$ cat src/hw/rtl/hcbp_pkg.sv
// ----------------------------------------------------------------------------
// hcbp_pkg
// Shared types and constants for the code bit packer: payload structs,
// operation codes, table sizes and the command carried from front to back.
// ----------------------------------------------------------------------------
package hcbp_pkg;

	// Table size and longest accepted code length.
	localparam int SYMBOL_COUNT = 256;
	localparam int MAX_CODE_LEN = 32;

	// Fixed field widths.
	localparam int OP_W   = 2;
	localparam int SYM_W  = 8;
	localparam int CODE_W = 32;
	localparam int LEN_W  = 6;
	localparam int BYTE_W = 8;

	// Derived sizes.
	localparam int SYM_AW    = $clog2(SYMBOL_COUNT);
	localparam int LEN_LIMIT = (MAX_CODE_LEN < CODE_W) ? MAX_CODE_LEN : CODE_W;
	localparam int ACC_W     = BYTE_W - 1;
	localparam int PEND_W    = 3;
	localparam int VAL_W     = ACC_W + CODE_W;
	localparam int TOT_W     = $clog2(VAL_W + 1);

	// Command queue between front and back.
	localparam int QUEUE_DEPTH = 4;
	localparam int QUEUE_AW    = $clog2(QUEUE_DEPTH);

	// Operation codes; the last one is unused and ignored.
	localparam logic [OP_W-1:0] OP_LOAD   = 2'd0;
	localparam logic [OP_W-1:0] OP_ENCODE = 2'd1;
	localparam logic [OP_W-1:0] OP_FLUSH  = 2'd2;
	localparam logic [OP_W-1:0] OP_UNUSED = 2'd3;

	// Input beat.
	typedef struct packed {
		logic [OP_W-1:0]   operation;
		logic [SYM_W-1:0]  symbol;
		logic [CODE_W-1:0] code_word;
		logic [LEN_W-1:0]  code_length;
	} hcbp_item_t;

	// Output beat.
	typedef struct packed {
		logic [BYTE_W-1:0] packed_byte;
		logic              last_of_run;
		logic              final_byte;
	} hcbp_result_t;

	// Work command for the packer.
	typedef struct packed {
		logic              flush;
		logic [CODE_W-1:0] code;
		logic [LEN_W-1:0]  len;
	} hcbp_cmd_t;

	// Queue status seen by both sides.
	typedef struct packed {
		logic full;
		logic empty;
	} hcbp_qstat_t;

endpackage

$ cat src/hw/rtl/hcbp_queue.sv
// ----------------------------------------------------------------------------
// hcbp_queue
// Short command FIFO that decouples table lookup from bit packing.
// ----------------------------------------------------------------------------
module hcbp_queue import hcbp_pkg::*; (
	input  logic        clk,
	input  logic        arst_n,
	input  logic        push,
	input  hcbp_cmd_t   push_cmd,
	input  logic        pop,
	output hcbp_cmd_t   head_cmd,
	output hcbp_qstat_t q_stat
);

	localparam logic [QUEUE_AW-1:0] LAST_IDX = QUEUE_AW'(QUEUE_DEPTH - 1);
	localparam logic [QUEUE_AW:0]   FULL_CNT = (QUEUE_AW+1)'(QUEUE_DEPTH);

	hcbp_cmd_t           entry_q [QUEUE_DEPTH];
	logic [QUEUE_AW-1:0] wr_ptr_q;
	logic [QUEUE_AW-1:0] rd_ptr_q;
	logic [QUEUE_AW:0]   count_q;

	// Entry storage.
	always_ff @(posedge clk) begin
		if (push) begin
			entry_q[wr_ptr_q] <= push_cmd;
		end
	end

	// Pointers and fill count.
	always_ff @(posedge clk or negedge arst_n) begin
		if (!arst_n) begin
			wr_ptr_q <= '0;
			rd_ptr_q <= '0;
			count_q  <= '0;
		end else begin
			if (push) begin
				wr_ptr_q <= (wr_ptr_q == LAST_IDX) ? '0 : wr_ptr_q + 1'b1;
			end
			if (pop) begin
				rd_ptr_q <= (rd_ptr_q == LAST_IDX) ? '0 : rd_ptr_q + 1'b1;
			end
			if (push && !pop) begin
				count_q <= count_q + 1'b1;
			end else if (pop && !push) begin
				count_q <= count_q - 1'b1;
			end
		end
	end

	assign head_cmd     = entry_q[rd_ptr_q];
	assign q_stat.full  = count_q == FULL_CNT;
	assign q_stat.empty = count_q == '0;

	// The front never writes a full queue and the back never reads an empty one.
	a_no_overflow: assert property (@(posedge clk) disable iff (!arst_n)
		q_stat.full |-> !push)
		else $error("command pushed into a full queue");

	a_no_underflow: assert property (@(posedge clk) disable iff (!arst_n)
		q_stat.empty |-> !pop)
		else $error("command popped from an empty queue");

endmodule

$ cat config.mk
export PLATFORM = sky130hd
export DESIGN_NAME = hcbp_queue
export DESIGN_NICKNAME = d
export VERILOG_FILES = /design/src/hw/rtl/hcbp_pkg.sv /design/src/hw/rtl/hcbp_queue.sv
export SDC_FILE = /design/constraint.sdc
export NUM_CORES = 1
export LEC_CHECK = 0
export BUFFER_PORTS_ARGS = -buffer_cell sky130_fd_sc_hd__buf_2
export CAP_MARGIN = 0
export CORE_MARGIN = 3
export CORE_UTILIZATION = 40
export DETAILED_ROUTE_END_ITERATION = 10
export PLACE_DENSITY_LB_ADDON = 0.15
export SLEW_MARGIN = 20
export SYNTH_ARGS = -nofsm -noshare
export SYNTH_HDL_FRONTEND = slang
export SYNTH_SLANG_ARGS = --single-unit
$ cat constraint.sdc
create_clock -name clk -period 2.69 [get_ports clk]
set_input_delay 0.4035 -clock clk [delete_from_list [all_inputs] [get_ports clk]]
set_output_delay 0.4035 -clock clk [all_outputs]
set_load 0.005 [all_outputs]
==> results.json, run 1 <==
{
  "worstMarginPinSlew_ns": 0.5188,
  "dr.pass1.iters": 4,
  "rows": 44,
  "cts_tree": "done",
  "grt_pass1_vias": 2938,
  "hold_end": "entry_q[0][3]",
  "rsz0062_at_grt": "false",
  "num_io_pins": 84,
  "antennaDiodeCount": 0,
  "netlist_area_mm2": 0.006090,
  "r2r-end": "entry_q[2][20]",
  "viasPerCell": 5.066,
  "synth.avg_cell_area_um2": 25.27,
  "grt_pass1_wl_mm": 16.72,
  "dp.cells": 509,
  "final.setup.tns_ns": 0,
  "layout_min_cycle_time_ns": 2.547,
  "syn2layout_area_growth_pct": 20.61,
  "slew_headroom": 0.6542,
  "die_w_um": 129.4,
  "reg2regPathDepth": 4,
  "netlist.area_leader.share": 0.7693,
  "post_cts_buffers": 0,
  "cp_cell_sequence": "buf_4 > mux4_2 > buf_2",
  "core_area_mm2": 0.01470,
  "ant_nets": 0,
  "place.gp.congestion": 0.6922,
  "drc_errors": 0,
  "whs_path_depth": 1,
  "yosys-top-cells-count": "edfxtp_1 (156), mux4_2 (38), dfrtp_1 (7)",
  "p_per_area_mw_per_mm2": 1057,
  "synth_flop_cell": "edfxtp_1",
  "gr-usage-all-layers": 0.1386,
  "synth-warning-count": 0,
  "yosys.cell_types.count": 19,
  "min-delay-start": "push_cmd[3]",
  "grt_overflow": 0,
  "p_leak_nw": 2.568,
  "period_share": 0.9468,
  "cts.sinks": 163,
  "seq_area_frac_synth": 0.7980,
  "grt_max_degree": 32,
  "irDropWorstVdd_mv": 0.4665,
  "rrSetupSlack_ns": 0.98,
  "antenna_found_initial": 0,
  "hold_viol": 0,
  "cts_resized": 0,
  "critPathCaptureType": "output pin",
  "worst_hold_slack_ns": 0.2058,
  "die_height_um": 129.4,
  "cap_violations": 0,
  "setup_viol": 0,
  "outcome": "complete, no violations",
  "worstPathArrival_ns": 2.14,
  "hold_class": "in2reg",
  "clk_pin_slew_ns": 0.06,
  "synth_async_sr_flop_share": 0.04294,
  "dpl_cell_area_mm2": 0.006759,
  "worst-setup-path-type": "reg2out",
  "vias": 2746,
  "hpwlAfterDp_mm": 6.767,
  "synth_nets": 291,
  "fmax_ghz": 0.3926,
  "drive_gt1_frac": 0.4665,
  "clk_latency_ns": 0.41,
  "wl_per_cell_um": 19.56,
  "slew_violations": 0,
  "cts_max_level": 4,
  "numCtsBuffers": 17,
  "ctsLongestPathBuffers": 2,
  "layout.nets": 395,
  "cp.required_ns": 2.29,
  "synth_most_common_cell": "edfxtp_1",
  "slowest_stage": "dfrtp_4",
  "hold_buffers": 1,
  "fin_cells": 542,
  "port-buffer-count": 83,
  "critPathMaxFanout": 24,
  "critPathMaxStageDelay_ns": 0.76,
  "wl_mm": 10.60,
  "die-area_mm2": 0.01674,
  "startpoint_type": "flip-flop",
  "reg2reg_from": "wr_ptr_q[0]",
  "syn_inst": 241,
  "synth_edf_count": 156,
  "skew_ns": 0.004494,
  "fin_area_mm2": 0.007345,
  "yosysTopAreaCell": "edfxtp_1",
  "ys_ff_latch": 163,
  "drtIter0Drc": 145,
  "postLayoutCoreUtil": 0.4997,
  "synth_area_leaders": "edfxtp_1 (77%), mux4_2 (14%), dfrtp_1 (2.9%), buf_12 (1.3%), ha_1 (1.2%)",
  "cts-root-buf": "clkbuf_16",
  "initial_core_util": 0.4143
}
==> worst max-delay path by stage <==
stage                     slack [ns]         from  depth (start not counted)             to
after floorplan                 0.72  wr_ptr_q[0]                          3  entry_q[0][0]
after global placement          0.56  rd_ptr_q[0]                          3   head_cmd[20]
after detailed placement        0.53  rd_ptr_q[0]                          3   head_cmd[15]
after CTS                       0.07  rd_ptr_q[0]                          3   head_cmd[15]
after global routing           0.003  rd_ptr_q[0]                          3   head_cmd[18]
final                           0.14  rd_ptr_q[0]                          3   head_cmd[15]
==> cell type report <==
cell class                      instances  area (µm²)
Timing Repair Buffer                   94       550.5
Clock buffer                           20       436.7
Sequential cell                       163        4865
Clock inverter                         12       138.9
Inverter                                4       15.01
Fill cell                            1200        7355
Tap cell                              184       230.2
Multi-Input combinational cell         65        1109
==> registers in the layout, indices dropped and copies added (netlist names) <==
signal,count
rd_ptr_q,2
entry_q,156
wr_ptr_q,2
count_q,3
==> cell families after synthesis <==
kind of cell | after synthesis | share of synthesized area
flip-flops | 163 | 0.7980
multiplexers | 42 | 0.1504
buffers and inverters | 13 | 0.02075
AND/OR/NAND/NOR | 11 | 0.009245
adder cells (fa/ha/maj) | 7 | 0.01562
XOR/XNOR | 3 | 0.004316
AO/OA/AOI/OAI | 2 | 0.001644
==> report_power, final <==
part | switching, mW | total (mW) | internal [mW] | leakage [nW]
Clock | 0.888 | 2.33 | 1.44 | 0.282
Sequential | 0.229 | 3.50 | 3.27 | 1.51
Combinational | 0.883 | 1.94 | 1.05 | 0.772
Total | 2.00 | 7.77 | 5.77 | 2.57
==> cells in the final DEF, fill, tap and decap left out, drive strengths merged <==
cell type	Yosys	final
edfxtp	156	156
fa	1	1
ha	6	6
nor3	1	1
nand2	2	2
and2	4	4
xnor2	1	1
mux4	39	39
dlygate4sd3	0	1
buf	9	93
o21ai	2	2
clkinvlp	0	1
xor2	2	2
clkbuf	0	20
clkinv	0	8
nor2	3	3
bufinv	0	3
nor3b	1	1
inv	4	4
mux2	3	3
dfrtp	7	7
==> routing by layer <==
metal | up-vias | part of all wire | track usage
met5 | - | 0 | 0
met4 | 0 | 0.0098 | 0.04818
met3 | 8 | 0.060 | 0.05730
met2 | 71 | 0.50 | 0.2149
met1 | 1446 | 0.43 | 0.1783
li1 | 1221 | - | -
==> through the flow <==
stage	power (mW)	setup slack (ns)
floorplan	4.803	0.7207
global placement	5.530	0.5629
detailed placement	5.570	0.5320
CTS	7.926	0.07079
global route	8.192	0.003065
finish	7.766	0.1431
==> critical path: cells and delay by family, from the launching register on <==
family | cells | cell delay, ns
flops | 1 | 0.76
mux | 1 | 0.52
buf+inv | 2 | 0.43
Note: power is estimated with default switching activity, not from simulation.
==> run 2, diff against run 1 <==
Settings changed: CORE_MARGIN 3 to not set, GPL_TIMING_DRIVEN set to 0.
Clock period 2.69 ns to 2.54 ns, I/O delays scaled along.
==> run 2 against run 1 <==
  * The flow now finishes with violations (DRC)
  * Sequential share of layout area up 0.73 points
  * Clock power down 6%
  * First-iteration DRC count is 24% higher
  * Sequential cell count did not move
  * Via count shrank 0.76%
  * Register-to-register slack lost 0.09 ns
  * Critical path type unchanged
  * Largest cell class unchanged
==> results.json, run 2 (synthesis results as in run 1) <==
{
  "setup_slack_ns": 0.3726,
  "cap_violations": 0,
  "outcome": "finished with violations",
  "grt_overflow": 0,
  "cts-root-buf": "clkbuf_16",
  "hold_viol": 0,
  "slew_violations": 0,
  "wl_per_cell_um": 18.94,
  "cts.sinks": 163,
  "die_w_um": 125.4,
  "place.gp.congestion": 0.6387,
  "antennaDiodeCount": 0,
  "reg_top3": "entry_q (156), count_q (3)",
  "worst-setup-path-type": "reg2out",
  "core_area_mm2": 0.01470,
  "nFillCells": 1206,
  "cts_max_level": 4,
  "clk_pin_slew_ns": 0.06,
  "busiest_layer": "met2",
  "skew_ns": 0.008115,
  "syn2layout_area_growth_pct": 19.17,
  "drc_errors": 3,
  "critPathBufInv": 3,
  "vias": 2725,
  "layout_common_cells": "edfxtp_1 (156), buf_2 (87), mux4_2 (38)",
  "wl_mm": 10.23,
  "cp.required_ns": 2.16,
  "critPathCaptureType": "output pin",
  "violations": "DRC",
  "grt_pass1_wl_mm": 15.88,
  "hold_buffers": 1,
  "fmax_ghz": 0.4614,
  "post_cts_buffers": 0,
  "cp_cell_sequence": "buf_6 > buf_12 > mux4_2 > buf_2",
  "slew_headroom": 0.5599,
  "viasPerCell": 5.046,
  "cpLargestDelayFamily": "multiplexers",
  "period_share": 0.8533,
  "drtIter0Drc": 180,
  "rows": 44,
  "slowest_stage": "mux4_2",
  "layout.nets": 394,
  "initial_core_util": 0.4143,
  "grt_util_met3": 0.04579,
  "rsz0062_at_grt": "false",
  "cts_tree": "done",
  "grt_max_degree": 40,
  "total_power_mw": 7.990,
  "largest_reg_flops": 156,
  "gr-usage-all-layers": 0.1423,
  "ctsLongestPathBuffers": 2,
  "p_leak_nw": 2.526,
  "die_height_um": 125.4,
  "cts_resized": 0,
  "dp_slack_ns": 0.7908,
  "setup_viol": 0,
  "dr.pass1.iters": 9,
  "critPathMaxStageDelay_ns": 0.53,
  "antenna_found_initial": 0,
  "hpwlAfterDp_mm": 5.808,
  "ant_nets": 0,
  "met2_usage": 0.2189,
  "num_io_pins": 84,
  "clk_latency_ns": 0.42,
  "p_per_area_mw_per_mm2": 1101,
  "final_common_cell": "edfxtp_1",
  "critPathMaxFanout": 10,
  "regMostFlops": "entry_q",
  "drive_gt1_frac": 0.4607,
  "grt_pass1_vias": 2858,
  "worstMarginPinSlew_ns": 0.6601,
  "globalRouteMet1Util": 0.1856,
  "irDropWorstVdd_mv": 0.6106,
  "port-buffer-count": 83,
  "die-area_mm2": 0.01572,
  "startpoint_type": "flip-flop",
  "worstPathArrival_ns": 1.79,
  "hold_class": "in2reg",
  "numCtsBuffers": 17,
  "layout_min_cycle_time_ns": 2.167
}
## run 2: changes by cell type in the layout (fill, tap and decap cells not counted)
cell	delta
and2_2	-4
buf_2	+4
clkbuf_1	-1
bufinv_16	-3
and2_4	+4
clkinvlp_4	+2
buf_4	-6
dfrtp_2	-1
dfrtp_4	-1
dfrtp_1	+2
buf_6	+1
clkinv_2	+1
## run 2: path summary, 6_finish.rpt
check	from	endpoint	slack [ns]	depth (start not counted)
setup / recovery	rd_ptr_q[0]	head_cmd[32]	0.37	4
hold / removal	push_cmd[14]	entry_q[1][14]	0.18	1
setup reg to reg	wr_ptr_q[0]	entry_q[0][23]	0.89	3
hold reg to reg	count_q[2]	count_q[2]	0.49	1
max in group asynchronous	arst_n	rd_ptr_q[1]	2.03	2
min in group asynchronous	arst_n	count_q[2]	0.34	2
## run 2: worst register-to-register path: stages (launching register included)
cell,delay (ns)
dfrtp_1,0.42
inv_1,0.11
ha_1,0.15
and2_4,0.57
## run 2: per-layer routing
metal,wire [µm],up-vias
li1,-,1223
met1,4661,1428
met2,4982,64
met3,450,10
met4,131,0
met5,0,-
## run 2: cell type report
type	instances	area, µm²	share of cell area
plain buffers	9	111.4	0.01534
flip-flops and latches	163	4860	0.6697
inverters	4	15.01	0.002069
well taps	184	230.2	0.03172
clock buffers	19	432.9	0.05966
multi-input cells	65	1114	0.1534
repair buffers	84	425.4	0.05862
clock inverters	12	68.82	0.009483
## run 2: report_power, final
group	leakage (nW)	internal [mW]	switching [mW]
combinational	0.768	1.16	1.06
sequential	1.52	3.46	0.127
clock	0.243	1.22	0.959
total	2.53	5.85	2.14
## run 2: metrics by stage
stage / hold WS, ns / area, µm² / setup TNS (ns) / util / std cells
finish: 0.1786 / 7257 / 0 / 0.4937 / 540
global route: 0.1638 / 7257 / 0 / 0.4937 / 540
CTS: 0.1611 / 7257 / 0 / 0.4937 / 540
detailed placement: 0.2332 / 6745 / 0 / 0.4589 / 508
global placement: 0.2249 / 6735 / -39.70 / 0.4582 / 508
floorplan: 0.08541 / 6090 / 0 / - / 241
