<file path="config.mk">
export PLATFORM = sky130hd
export DESIGN_NAME = hcbp_back
export DESIGN_NICKNAME = d
export VERILOG_FILES = /design/src/hw/rtl/hcbp_pkg.sv /design/src/hw/rtl/hcbp_back.sv
export SDC_FILE = /design/constraint.sdc
export NUM_CORES = 1
export LEC_CHECK = 0
export BUFFER_PORTS_ARGS = -buffer_cell sky130_fd_sc_hd__buf_2
export CAP_MARGIN = 10
export CORE_MARGIN = 2
export CORE_UTILIZATION = 40
export CTS_BUF_LIST = sky130_fd_sc_hd__clkbuf_16
export CTS_CLUSTER_DIAMETER = 150
export DETAILED_ROUTE_END_ITERATION = 8
export GPL_ROUTABILITY_DRIVEN = 0
export SETUP_SLACK_MARGIN = 0.02
export SYNTH_ARGS = -nofsm -noshare
export SYNTH_HDL_FRONTEND = slang
export SYNTH_SLANG_ARGS = --single-unit
</file>
<file path="constraint.sdc">
create_clock -name clk -period 4.45 [get_ports clk]
set_clock_uncertainty 0.1 [all_clocks]
set_input_delay 0 -clock clk [delete_from_list [all_inputs] [get_ports clk]]
set_output_delay 0 -clock clk [all_outputs]
set_load 0.05 [all_outputs]
</file>
<file path="src/hw/rtl/hcbp_pkg.sv">
// ----------------------------------------------------------------------------
// hcbp_pkg
// Shared types and constants for the code bit packer: payload structs,
// operation codes, table sizes and the command carried from front to back.
// ----------------------------------------------------------------------------
package hcbp_pkg;

	// Table size and longest accepted code length.
	localparam int SYMBOL_COUNT = 256;
	localparam int MAX_CODE_LEN = 32;

	// Fixed field widths.
	localparam int OP_W   = 2;
	localparam int SYM_W  = 8;
	localparam int CODE_W = 32;
	localparam int LEN_W  = 6;
	localparam int BYTE_W = 8;

	// Derived sizes.
	localparam int SYM_AW    = $clog2(SYMBOL_COUNT);
	localparam int LEN_LIMIT = (MAX_CODE_LEN < CODE_W) ? MAX_CODE_LEN : CODE_W;
	localparam int ACC_W     = BYTE_W - 1;
	localparam int PEND_W    = 3;
	localparam int VAL_W     = ACC_W + CODE_W;
	localparam int TOT_W     = $clog2(VAL_W + 1);

	// Command queue between front and back.
	localparam int QUEUE_DEPTH = 4;
	localparam int QUEUE_AW    = $clog2(QUEUE_DEPTH);

	// Operation codes; the last one is unused and ignored.
	localparam logic [OP_W-1:0] OP_LOAD   = 2'd0;
	localparam logic [OP_W-1:0] OP_ENCODE = 2'd1;
	localparam logic [OP_W-1:0] OP_FLUSH  = 2'd2;
	localparam logic [OP_W-1:0] OP_UNUSED = 2'd3;

	// Input beat.
	typedef struct packed {
		logic [OP_W-1:0]   operation;
		logic [SYM_W-1:0]  symbol;
		logic [CODE_W-1:0] code_word;
		logic [LEN_W-1:0]  code_length;
	} hcbp_item_t;

	// Output beat.
	typedef struct packed {
		logic [BYTE_W-1:0] packed_byte;
		logic              last_of_run;
		logic              final_byte;
	} hcbp_result_t;

	// Work command for the packer.
	typedef struct packed {
		logic              flush;
		logic [CODE_W-1:0] code;
		logic [LEN_W-1:0]  len;
	} hcbp_cmd_t;

	// Queue status seen by both sides.
	typedef struct packed {
		logic full;
		logic empty;
	} hcbp_qstat_t;

endpackage

</file>
<file path="src/hw/rtl/hcbp_back.sv">
// ----------------------------------------------------------------------------
// hcbp_back
// Bit packer: appends code bits to the pending accumulator, sends one byte
// per cycle while the output is free and pads the final byte on flush.
// ----------------------------------------------------------------------------
module hcbp_back import hcbp_pkg::*; (
	input  logic         clk,
	input  logic         arst_n,
	input  hcbp_cmd_t    head_cmd,
	input  hcbp_qstat_t  q_stat,
	output logic         pop,
	output logic         result_valid,
	input  logic         result_ready,
	output hcbp_result_t result_data
);

	localparam logic [TOT_W-1:0] BYTE_BITS = TOT_W'(BYTE_W);

	typedef enum logic [1:0] {
		ST_IDLE = 2'b01,
		ST_EMIT = 2'b10
	} hcbp_state_t;

	hcbp_state_t       state_q;
	logic [ACC_W-1:0]  acc_q;
	logic [PEND_W-1:0] pend_q;
	logic [VAL_W-1:0]  value_q;
	logic [TOT_W-1:0]  total_q;
	logic              result_valid_q;
	hcbp_result_t      result_q;

	logic              out_free;
	logic              emit;
	logic [VAL_W-1:0]  join_value;
	logic [TOT_W-1:0]  join_total;
	logic [TOT_W-1:0]  rest;
	logic [VAL_W-1:0]  shifted;
	logic [BYTE_W-1:0] rest_mask;
	logic [BYTE_W-1:0] flush_byte;
	logic [3:0]        pad_shift;

	// Mask of the low pending bits for a count below one byte.
	function automatic logic [ACC_W-1:0] rest_mask_short(input logic [TOT_W-1:0] n);
		logic [BYTE_W-1:0] m;
		m = (BYTE_W'(1) << n[PEND_W-1:0]) - BYTE_W'(1);
		return m[ACC_W-1:0];
	endfunction

	assign out_free = !result_valid_q || result_ready;

	// Pending bits followed by the new code, right-aligned.
	assign join_value = (VAL_W'(acc_q) << head_cmd.len) | VAL_W'(head_cmd.code);
	assign join_total = TOT_W'(pend_q) + TOT_W'(head_cmd.len);

	// Next byte is the top eight of the bits still to send.
	assign rest      = total_q - BYTE_BITS;
	assign shifted   = value_q >> rest;
	assign rest_mask = (BYTE_W'(1) << rest[PEND_W-1:0]) - BYTE_W'(1);

	// Flush byte: pending bits moved to the top, zeros below.
	assign pad_shift  = 4'(BYTE_W) - 4'(pend_q);
	assign flush_byte = BYTE_W'({1'b0, acc_q} << pad_shift);

	assign pop = (state_q == ST_IDLE) && !q_stat.empty && (!head_cmd.flush || out_free);

	// A new byte enters the output register on a flush or on a full byte.
	assign emit = (pop && head_cmd.flush) ||
		((state_q == ST_EMIT) && (total_q >= BYTE_BITS) && out_free);

	// Output valid: set by a new byte, cleared once the beat is taken.
	always_ff @(posedge clk or negedge arst_n) begin
		if (!arst_n) begin
			result_valid_q <= 1'b0;
		end else if (emit) begin
			result_valid_q <= 1'b1;
		end else if (result_ready) begin
			result_valid_q <= 1'b0;
		end
	end

	// Packer sequencer.
	always_ff @(posedge clk or negedge arst_n) begin
		if (!arst_n) begin
			state_q <= ST_IDLE;
			acc_q   <= '0;
			pend_q  <= '0;
		end else begin
			unique case (state_q)
				ST_IDLE: begin
					if (pop && head_cmd.flush) begin
						result_q.packed_byte <= flush_byte;
						result_q.last_of_run <= 1'b1;
						result_q.final_byte  <= 1'b1;
						acc_q                <= '0;
						pend_q               <= '0;
					end else if (pop) begin
						value_q <= join_value;
						total_q <= join_total;
						state_q <= ST_EMIT;
					end
				end
				ST_EMIT: begin
					if (total_q < BYTE_BITS) begin
						// Too few bits for a byte: they all stay pending.
						acc_q   <= value_q[ACC_W-1:0] & rest_mask_short(total_q);
						pend_q  <= total_q[PEND_W-1:0];
						state_q <= ST_IDLE;
					end else if (out_free) begin
						result_q.packed_byte <= shifted[BYTE_W-1:0];
						result_q.last_of_run <= rest < BYTE_BITS;
						result_q.final_byte  <= 1'b0;
						total_q              <= rest;
						if (rest < BYTE_BITS) begin
							acc_q   <= value_q[ACC_W-1:0] & rest_mask[ACC_W-1:0];
							pend_q  <= rest[PEND_W-1:0];
							state_q <= ST_IDLE;
						end
					end
				end
				default: begin
					state_q <= ST_IDLE;
				end
			endcase
		end
	end

	assign result_valid = result_valid_q;
	assign result_data  = result_q;

	// Bits above the pending count are always clear in the accumulator.
	a_acc_clean: assert property (@(posedge clk) disable iff (!arst_n)
		(({1'b0, acc_q} >> pend_q) == '0))
		else $error("stale bits above the pending count");

	// A padded flush byte always closes its run.
	a_final_last: assert property (@(posedge clk) disable iff (!arst_n)
		(result_valid_q && result_q.final_byte) |-> result_q.last_of_run)
		else $error("flush byte not marked last of run");

endmodule
</file>
==> results of run 1 <==
critical path: stages, from the launching register on:
cell and delay [ps]:
dfrtp_1 620, inv_1 190, ha_1 540, mux2_2 400, nand2_1 60, o21ai_0 140, a32o_1 260, a2111o_1 300
power groups by stage:
stage | combinational (uW) | clock (uW) | sequential (uW)
final | 288 | 723 | 737
after floorplan | 179 | 0 | 756
after global routing | 313 | 763 | 740
after global placement | 256 | 0 | 749
after CTS | 285 | 738 | 737
after detailed placement | 259 | 0 | 750
routing by layer:
layer,global-route usage,up-vias,share of wire
met1,0.284,2096,0.44
li1,-,2040,-
met3,0.0378,33,0.070
met4,0.0926,0,0.032
met5,0,-,0
met2,0.333,221,0.46
registers in the layout, indices dropped and copies added, names as in the netlist:
| signal | count |
|---|---|
| acc_q | 7 |
| total_q | 6 |
| pend_q | 3 |
| result_valid | 1 |
| state_q | 2 |
| result_data | 10 |
| value_q | 39 |
how the worst max path moves through the flow:
stage | startpoint | endpoint | slack, ps | cells after the start
after global routing | pend_q[0]$_DFFE_PN0P_ | result_data[8]$_DFFE_PP_ | 1490 | 7
after detailed placement | pend_q[0]$_DFFE_PN0P_ | result_data[8]$_DFFE_PP_ | 1650 | 7
final | pend_q[0]$_DFFE_PN0P_ | result_data[8]$_DFFE_PP_ | 1590 | 7
after CTS | pend_q[0]$_DFFE_PN0P_ | result_data[8]$_DFFE_PP_ | 1640 | 7
after global placement | pend_q[0]$_DFFE_PN0P_ | result_data[8]$_DFFE_PP_ | 1680 | 7
after floorplan | state_q[0]$_DFFE_PN1P_ | result_data[0]$_DFFE_PP_ | 1880 | 3
final cells by class:
cell class	count	area (um2)
clock buffer	9	225
timing repair buffer	98	691
inverter	10	37.5
sequential	68	1980
clock inverter	7	77.6
tap	172	215
multi-input combinational	370	2990
fill	1173	6460
cell families (layout without fill, tap and decap cells):
kind of cell             Yosys count  in the layout  synth area share
multiplexers                      82             82             0.227
buffers and inverters             46            124            0.0443
AO/OA/AOI/OAI                    125            125             0.172
adder cells (fa/ha/maj)            8              8            0.0207
flip-flops                        68             68             0.381
AND/OR/NAND/NOR                  146            146             0.140
XOR/XNOR                           9              9            0.0152
Yosys cell counts, drive strengths merged, types with 2 or more instances:
cell / instances
edfxtp: 55
nand2: 46
mux2i: 43
nor2: 30
mux4: 26
buf: 25
a21oi: 20
o21ai: 19
mux2: 13
dfrtp: 12
a21o: 11
clkbuf: 11
o21bai: 11
inv: 10
nor2b: 10
and2: 9
nand3: 9
nor3: 9
a32o: 7
ha: 7
o211ai: 7
o22ai: 7
xnor2: 7
a221o: 6
a31oi: 5
nand2b: 5
a211oi: 4
nand3b: 4
or3: 4
or4: 4
a22o: 3
a22oi: 3
a2bb2oi: 3
a311oi: 3
and3: 3
nand4: 3
a311o: 2
nor3b: 2
nor4: 2
o22a: 2
or2: 2
or3b: 2
xor2: 2
through the flow:
stage	hold slack (ps)	area, um2	utilization	cells	total power, uW
after floorplan	-396	5190	-	484	935
after global placement	-169	5550	0.438	682	1000
after detailed placement	-159	5550	0.438	682	1010
after CTS	7.65	6210	0.490	734	1760
after global routing	41.6	6210	0.490	734	1820
final	0.549	6210	0.490	734	1750
==> impl_results.md, run 1 <==
- Initial Util: 0.410
- Flops & latches, synth: 68
- Die Height: 118 um
- Max Root-Sink Buffers: 2
- Clock power share: 0.414
- PnR worst setup slack: 1590 ps
- Most common cell after layout, fill and taps aside: edfxtp_1
- Post-CTS Setup Repair Bufs: 0
- Root buffer selected by CTS: clkbuf_16
- Wirelength per Cell: 19.8 um
- FP Rows: 41
- Layout cell share with drive strength beyond 1: 0.215
- Status: finished clean
- First-pass GRT wire length: 22600 um
- Initial antenna violation count: 0
- Data arrival time of the critical path: 2850 ps
- Asr flop ratio synth: 0.191
- Skew-Pair Late Insertion Delay: 350 ps
- Switching part of the total: 0.269
- Via Count: 4390
- Most frequent cells in the layout: edfxtp_1 (55), buf_2 (54), nand2_1 (46), mux2i_1 (43), dlygate4sd3_1 (36)
- Fin crit period: 2860 ps
- Maximum VDD drop: 0.176 mV
- Worst Path Required: 4440 ps
- Core Region: 12700 um2
- Worst-path fanout max: 14
- Final-report setup violation count: 0
- P_sw: 470 uW
- Max-cap violations: 0
- Type of the worst setup path: reg2reg
- Sequential power share: 0.422
- Die area: 13900 um2
- Global-route usage over all layers: 0.211
- Least-Margin Pin Slew: 937 ps
- Nets: 609
- Yosys top cell by area: edfxtp_1
- R2R Path End: result_data[8]$_DFFE_PP_
- Crit. End Element: flip-flop
- Hold_buf cts: 36
- Area growth, synth to finish: 19.6%
- Mapped Area: 5190 um2
- Mean Syn Cell Area: 10.7 um2
- Die width: 118 um
- Worst Hold Class: in2async
- Yosys warns: 0
- Top_reg_cell synth: edfxtp_1
- Startpoint class of the critical path: flip-flop
- Largest net degree at the start of global routing: 55
- Seq/Total Area, Yosys: 0.381
- H-tree Lvls: 3
- Antenna-violating nets left: 0
- WL final: 14500 um
- Post-DP HPWL: 10500 um
- Clk slew on worst S/H paths: 60 ps
- Detailed Routing Iterations Pass 1: 5
- IO Count: 56
- Count of input and output buffers: 54
- CTS tree: done
- Synth top area cells: edfxtp_1 (32%), mux4_2 (10%), mux2i_1 (8.3%)
- R2R cell count: 7
- Max Clk Rate: 0.349 GHz
- Synth top area share: 0.318
- Post-Syn Instances: 484
- Syn Nets: 536
- Initial DRC count: 288
- Number of global-route vias before repair: 4197
- Clock sinks: 68
- DR DRC count: 0
- Synth cell types: 68
- GRT overflow: 0
- P_int: 1280 uW
- Num CTS Buffers: 9
- Gates resized, CTS repair: 0
- Ant. Diodes: 0
- Pwr Density: 281 nW/um2
- P_leak: 0.00237 uW
- RSZ-0062 raised after global routing: false
- TNS Setup: 0 ps
- Combinational share of power: 0.165
- Placement Setup Slack: 1650 ps
- Worst slew margin: 0.367
- Vias/cell: 5.98
- Final hold violations: 0
- Post-synth EDFFs: 55
- Worst R2R Setup Slack: 1590 ps
- R2r startpoint: pend_q[0]$_DFFE_PN0P_
- Final Max Tran Viols: 0
- Final period util: 0.644
Note: power is estimated with default switching activity, not from simulation.
==> run 2, diff against run 1 <==
- clock period: 4.45 -> 2.6 ns (I/O delays scaled with it)
==> impl_results.md, run 2 (synthesis gave the netlist of run 1 again) <==
- Slowest cell on crit path: dfrtp_1 (unchanged)
- Failing checks: negative hold slack
- Post-DP HPWL: 10700 um (was 10500 um)
- First-pass GRT wire length: 23300 um (was 22600 um)
- Least-Margin Pin Slew: 698 ps (was 937 ps)
- Crit. End Element: flip-flop (unchanged)
- Buf/Inv on CP: 2 (was 1)
- Global-route usage over all layers: 0.216 (was 0.211)
- Root buffer selected by CTS: clkbuf_16 (unchanged)
- Slowest stage delay, CP: 370 ps (was 620 ps)
- Layout Cells excl Fill: 747 (was 734)
- Clk slew on worst S/H paths: 60 ps (about the same)
- Max reg flops: 39 (unchanged)
- Most used cell, CP: o21ai_0
- GRT overflow: 0 (unchanged)
- Critical Path Stages: 8 (was 7)
- Hold path startpoint: head_cmd[38]
- Type of the worst setup path: reg2reg (unchanged)
- Data arrival time of the critical path: 2290 ps (was 2850 ps)
- Num CTS Buffers: 9 (unchanged)
- Max Clk Rate: 0.429 GHz (was 0.349 GHz)
- Final period util: 0.896 (was 0.644)
- Number of global-route vias before repair: 4272 (was 4197)
- WL final: 14500 um (about the same)
- Startpoint class of the critical path: flip-flop (unchanged)
- Most frequent cells in the layout: edfxtp_1 (55), buf_2 (54), nand2_1 (46), mux2i_1 (43), dlygate4sd3_1 (36) (unchanged)
- Largest net degree at the start of global routing: 43 (was 55)
- Core Region: 12700 um2 (unchanged)
- Nets: 622 (was 609)
- Post-CTS Setup Repair Bufs: 0 (unchanged)
- Initial antenna violation count: 0 (unchanged)
- Final-report setup violation count: 0 (unchanged)
- FP Rows: 41 (unchanged)
- Fin crit period: 2330 ps (was 2860 ps)
- Max Root-Sink Buffers: 2 (unchanged)
- H-tree Lvls: 3 (unchanged)
- Worst Setup SP: pend_q[0]$_DFFE_PN0P_ (unchanged)
- Crit-path leading delay family: compound AO/OA/AOI/OAI gates (unchanged)
- Ant. Diodes: 0 (unchanged)
- Worst R2R Setup Slack: 270 ps (was 1590 ps)
- R2R cell count: 8 (was 7)
- Fill count: 1176 (was 1173)
- Cell depth of the worst min-delay path: 3
- Count of input and output buffers: 54 (unchanged)
- Initial Util: 0.410 (unchanged)
- TNS Setup: 0 ps (unchanged)
- Die Height: 118 um (unchanged)
- Pwr Density: 474 nW/um2 (was 281 nW/um2)
- CTS tree: done (unchanged)
- P_leak: 0.00246 uW (was 0.00237 uW)
- Vias/cell: 5.95 (was 5.98)
- Maximum VDD drop: 0.556 mV (was 0.176 mV)
- R2r startpoint: pend_q[0]$_DFFE_PN0P_ (unchanged)
- Hold slack: -9.81 ps (was 0.549 ps)
- Antenna-violating nets left: 0 (unchanged)
- Via Count: 4447 (was 4390)
- Largest Register: value_q (unchanged)
- Skew-Pair Late Insertion Delay: 340 ps (was 350 ps)
- Most common cell after layout, fill and taps aside: edfxtp_1 (unchanged)
- Wirelength per Cell: 19.4 um (was 19.8 um)
- Max-cap violations: 0 (unchanged)
- Die width: 118 um (unchanged)
- Worst Path Required: 2560 ps (was 4440 ps)
- Status: finished with violations (was finished clean)
- Worst-path fanout max: 9 (was 14)
- Hold_buf cts: 36 (unchanged)
- Clock sinks: 68 (unchanged)
- Layout cell share with drive strength beyond 1: 0.233 (was 0.215)
- RSZ-0062 raised after global routing: false (unchanged)
- Final Max Tran Viols: 0 (unchanged)
- Initial DRC count: 316 (was 288)
- Worst Hold Class: in2reg (was in2async)
- IO Count: 56 (unchanged)
- Final hold violations: 1 (was 0)
- Gates resized, CTS repair: 0 (unchanged)
- Cell Chain, Critical Path: inv_1, ha_1, buf_4, and2_0, o21ai_0, o21ai_0, a222oi_1, o211ai_1 (was inv_1, ha_1, mux2_2, nand2_1, o21ai_0, a32o_1, a2111o_1)
- Detailed Routing Iterations Pass 1: 7 (was 5)
- Area growth, synth to finish: 22.3% (was 19.6%)
- Worst slew margin: 0.531 (was 0.367)
- Final Total Pwr: 3010 uW (was 1750 uW)
- Die area: 13900 um2 (unchanged)
- Placed Cells: 695 (was 682)
- DR DRC count: 0 (unchanged)
## run 2: cell type report
cell class | count | area, um2 | share of cell area
clock buffer | 9 | 225 | 0.0355
clock inverter | 7 | 82.6 | 0.0130
inverter | 10 | 37.5 | 0.00591
multi-input combinational | 370 | 2990 | 0.470
sequential | 68 | 1980 | 0.312
tap | 172 | 215 | 0.0339
timing repair buffer | 111 | 826 | 0.130
## run 2: layer usage
| metal | vias up | GRT usage | routed length, um |
|---|---|---|---|
| li1 | 2059 | - | - |
| met1 | 2129 | 0.297 | 6290 |
| met2 | 230 | 0.343 | 6640 |
| met3 | 29 | 0.0441 | 1210 |
| met4 | 0 | 0.0715 | 350 |
| met5 | - | 0 | 0 |
## run 2: final timing paths
check                                      endpoint
max in group asynchronous     pend_q[1]$_DFFE_PN0P_
setup / recovery           result_data[7]$_DFFE_PP_
hold / removal               state_q[0]$_DFFE_PN1P_
min in group asynchronous     pend_q[2]$_DFFE_PN0P_
setup reg to reg           result_data[7]$_DFFE_PP_
hold reg to reg            result_valid$_DFFE_PN0P_
## run 2: worst register-to-register path: cells and delay by family (launching register included)
kind                       cells  cell delay, ps
adders and majority gates      1             300
buffers and inverters          2             340
and+or+nand+nor                1             130
DFF                            1             370
AOI/OAI and AO/OA              4             810
## run 2: metrics by stage
stage                     cell area [um2]  hold WS [ps]  worst slack, ps  utilization
after floorplan                      5190          -396             28.4            -
after global placement               5680          -179              344        0.448
after detailed placement             5680          -173              301        0.448
after CTS                            6350          2.81              296        0.501
after global routing                 6350          22.8              130        0.501
final                                6350         -9.81              270        0.501
## run 2: power breakdown
group | internal [uW] | switching, uW
registers | 1220 | 33.4
clock network | 754 | 485
logic | 232 | 284
total | 2210 | 802
==> run 3, diff against run 2 <==
--- a/config.mk
+++ b/config.mk
@@ -7,2 +7,3 @@
 export LEC_CHECK = 0
+export ABC_AREA = 1
 export BUFFER_PORTS_ARGS = -buffer_cell sky130_fd_sc_hd__buf_2
@@ -16,2 +17,3 @@
 export SETUP_SLACK_MARGIN = 0.02
+export SLEW_MARGIN = 20
 export SYNTH_ARGS = -nofsm -noshare
==> constraint.sdc (replaced) <==
create_clock -name clk -period 2.6 [get_ports clk]
set_clock_uncertainty 0.1 [all_clocks]
set_input_delay 0.52 -clock clk [delete_from_list [all_inputs] [get_ports clk]]
set_output_delay 0.52 -clock clk [all_outputs]
set_load 0.05 [all_outputs]
==> impl_results.md, run 3 <==
- Status: finished clean (was finished with violations)
- Max reg flops: 39 (unchanged)
- Post-CTS Setup Repair Bufs: 0 (unchanged)
- Maximum VDD drop: 0.546 mV (was 0.556 mV)
- Asr flop ratio synth: 0.191 (unchanged)
- Vias/cell: 5.51 (was 5.95)
- CTS tree: done (unchanged)
- RSZ-0062 raised after global routing: false (unchanged)
- Initial DRC count: 549 (was 316)
- Most frequent cell after synthesis: nand2_1 (was edfxtp_1)
- Skew-Pair Late Insertion Delay: 340 ps (about the same)
- Die area: 14600 um2 (was 13900 um2)
- Die Height: 121 um (was 118 um)
- Post-Syn Instances: 804 (was 484)
- Yosys warns: 0 (unchanged)
- DR DRC count: 0 (unchanged)
- Switching part of the total: 0.430 (was 0.266)
- First-pass GRT wire length: 26000 um (was 23300 um)
- Max-cap violations: 0 (unchanged)
- Most common cell after layout, fill and taps aside: nand2_1 (was edfxtp_1)
- Final hold violations: 0 (was 1)
- Synth cell types: 44 (was 68)
- Syn Nets: 856 (was 536)
- Post-route cell area: 6240 um2 (was 6350 um2)
- Post-DP Area: 5900 um2 (was 5680 um2)
- Root buffer selected by CTS: clkbuf_16 (unchanged)
- Post-synth EDFFs: 55 (unchanged)
- Seq/Total Area, Yosys: 0.362 (was 0.381)
- Worst-path fanout max: 12 (was 9)
- Mapped Area: 5460 um2 (was 5190 um2)
- Data arrival time of the critical path: 2440 ps (was 2290 ps)
- Ant. Diodes: 0 (unchanged)
- Final-report setup violation count: 0 (unchanged)
- Worst slew margin: 0.560 (was 0.531)
- Clock power share: 0.249 (was 0.411)
- Startpoint class of the critical path: flip-flop (unchanged)
- Max Clk Rate: 0.438 GHz (was 0.429 GHz)
- Synth top area share: 0.303 (was 0.318)
- Final Max Tran Viols: 0 (unchanged)
- IO Count: 56 (unchanged)
- P_sw: 2390 uW (was 802 uW)
- Hold slack: 337 ps (was -9.81 ps)
- Post-DP HPWL: 12600 um (was 10700 um)
- Num CTS Buffers: 9 (unchanged)
- Placed Cells: 1013 (was 695)
- Nets: 901 (was 622)
- Post-synth top cells: nand2_1 (328), nand3_1 (134), edfxtp_1 (55), inv_1 (47), nor2_1 (33) (was edfxtp_1 (55), nand2_1 (46), mux2i_1 (43), nor2_1 (30), mux4_2 (23))
- Clk slew on worst S/H paths: 60 ps (about the same)
- Final Total Pwr: 5560 uW (was 3010 uW)
- Pwr Density: 890 nW/um2 (was 474 nW/um2)
- Synth top area cells: edfxtp_1 (30%), nand2_1 (23%), nand3_1 (12%) (was edfxtp_1 (32%), mux4_2 (10%), mux2i_1 (8.3%))
- Global-route usage over all layers: 0.231 (was 0.216)
- Antenna-violating nets left: 0 (unchanged)
- GRT overflow: 0 (unchanged)
- Most frequent cells in the layout: nand2_1 (325), nand3_1 (134), edfxtp_1 (55), buf_2 (54), inv_1 (47) (was edfxtp_1 (55), buf_2 (54), nand2_1 (46), mux2i_1 (43), dlygate4sd3_1 (36))
- Worst Path Required: 2760 ps (was 2560 ps)
- FP Rows: 42 (was 41)
- Layout Cells excl Fill: 1029 (was 747)
- Number of global-route vias before repair: 5158 (was 4272)
- Detailed Routing Iterations Pass 1: 6 (was 7)
- Layout cell share with drive strength beyond 1: 0.149 (was 0.233)
- Die width: 121 um (was 118 um)
- Type of the worst setup path: reg2reg (unchanged)
- Largest net degree at the start of global routing: 41 (was 43)
- Fin crit period: 2280 ps (was 2330 ps)
- P_int: 3170 uW (was 2210 uW)
- H-tree Lvls: 3 (unchanged)
- Sequential power share: 0.289 (was 0.417)
- Clock sinks: 68 (unchanged)
- Fill count: 1328 (was 1176)
- Largest Register: value_q (unchanged)
- Top_reg_cell synth: edfxtp_1 (unchanged)
- Initial Util: 0.411 (was 0.410)
- Area growth, synth to finish: 14.4% (was 22.3%)
- Initial antenna violation count: 0 (unchanged)
- Combinational share of power: 0.462 (was 0.171)
- Flops & latches, synth: 68 (unchanged)
- Wirelength per Cell: 15.7 um (was 19.4 um)
- WL final: 16200 um (was 14500 um)
- Yosys top cell by area: edfxtp_1 (unchanged)
- Core Region: 13300 um2 (was 12700 um2)
- Final period util: 0.877 (was 0.896)
- Via Count: 5670 (was 4447)
- Mean Syn Cell Area: 6.79 um2 (was 10.7 um2)
- Worst Hold Class: in2reg (unchanged)
- Least-Margin Pin Slew: 656 ps (was 698 ps)
- P_leak: 0.00287 uW (was 0.00246 uW)
- Max Root-Sink Buffers: 2 (unchanged)
- Count of input and output buffers: 54 (unchanged)
- Crit. End Element: flip-flop (unchanged)
-- run 3: cell types whose count changed after synthesis, sizes merged, moves of 16 or more --
cell	before	now
inv	10	53
mux2i	43	0
mux4	26	0
nand2	46	331
nand3	9	135
o21ai	19	44
o21bai	11	27
-- run 3: per-stage QoR --
stage	worst slack [ps]	util	TNS [ps]
finish	319	0.470	0
global route	172	0.470	0
CTS	372	0.470	0
detailed placement	361	0.444	0
global placement	424	0.444	0
floorplan	-98.6	-	-3850
-- run 3: worst paths after layout --
kind	slack, ps	cells after the start	end	startpoint
setup / recovery	320	10	acc_q[1]$_DFFE_PN0P_	total_q[3]$_DFFE_PP_
min in group asynchronous	420	2	result_valid$_DFFE_PN0P_	arst_n
hold / removal	340	2	value_q[9]$_DFFE_PP_	head_cmd[15]
hold reg to reg	450	2	acc_q[4]$_DFFE_PN0P_	acc_q[4]$_DFFE_PN0P_
max in group asynchronous	1550	3	state_q[0]$_DFFE_PN1P_	arst_n
setup reg to reg	320	10	acc_q[1]$_DFFE_PN0P_	total_q[3]$_DFFE_PP_
-- run 3: worst max-delay path: stages (launching register included) --
cell,delay (ps)
edfxtp_1,380
inv_1,330
ha_1,340
nand2_1,120
inv_2,140
nand2_1,130
o21bai_4,220
nand2_2,140
inv_4,120
nand3_1,80
o21ai_0,90
-- run 3: per-layer routing --
layer,vias up,GRT usage,routed length (um)
met5,-,0,0
met4,0,0.0858,499
met3,30,0.0509,1230
met2,246,0.360,7160
met1,2619,0.313,7280
li1,2775,-,-
-- run 3: cells by family after synthesis --
logic type	after synthesis	synth area share
AND/OR/NAND/NOR	521	0.404
buffers and inverters	98	0.0814
XOR/XNOR	3	0.00482
AO/OA/AOI/OAI	106	0.128
flip-flops	68	0.362
adder cells (fa/ha/maj)	8	0.0197
-- run 3: power groups by stage --
| stage | Clock [uW] | Combinational (uW) | Sequential [uW] |
|---|---|---|---|
| 2_1_floorplan | 0 | 1810 | 1680 |
| 3_3_place_gp | 0 | 2490 | 1610 |
| 3_5_place_dp | 0 | 2530 | 1620 |
| 4_1_cts | 1400 | 2550 | 1600 |
| 5_1_grt | 1450 | 2880 | 1620 |
| 6_report | 1380 | 2570 | 1610 |
-- run 3: cell type report --
class                           instances  area (um2)  area share
Sequential cell                        68        1980       0.317
Clock inverter                          6         105      0.0168
Multi-Input combinational cell        638        3060       0.490
Clock buffer                            9         225      0.0361
Inverter                               58         220      0.0353
Tap cell                              176         220      0.0353
Timing Repair Buffer                   74         435      0.0697
-- run 3: repair_timing --
item                                   CTS  global route
hold buffers                             1             0
endpoints found under the hold margin    1             0
gates resized for setup                  0             0
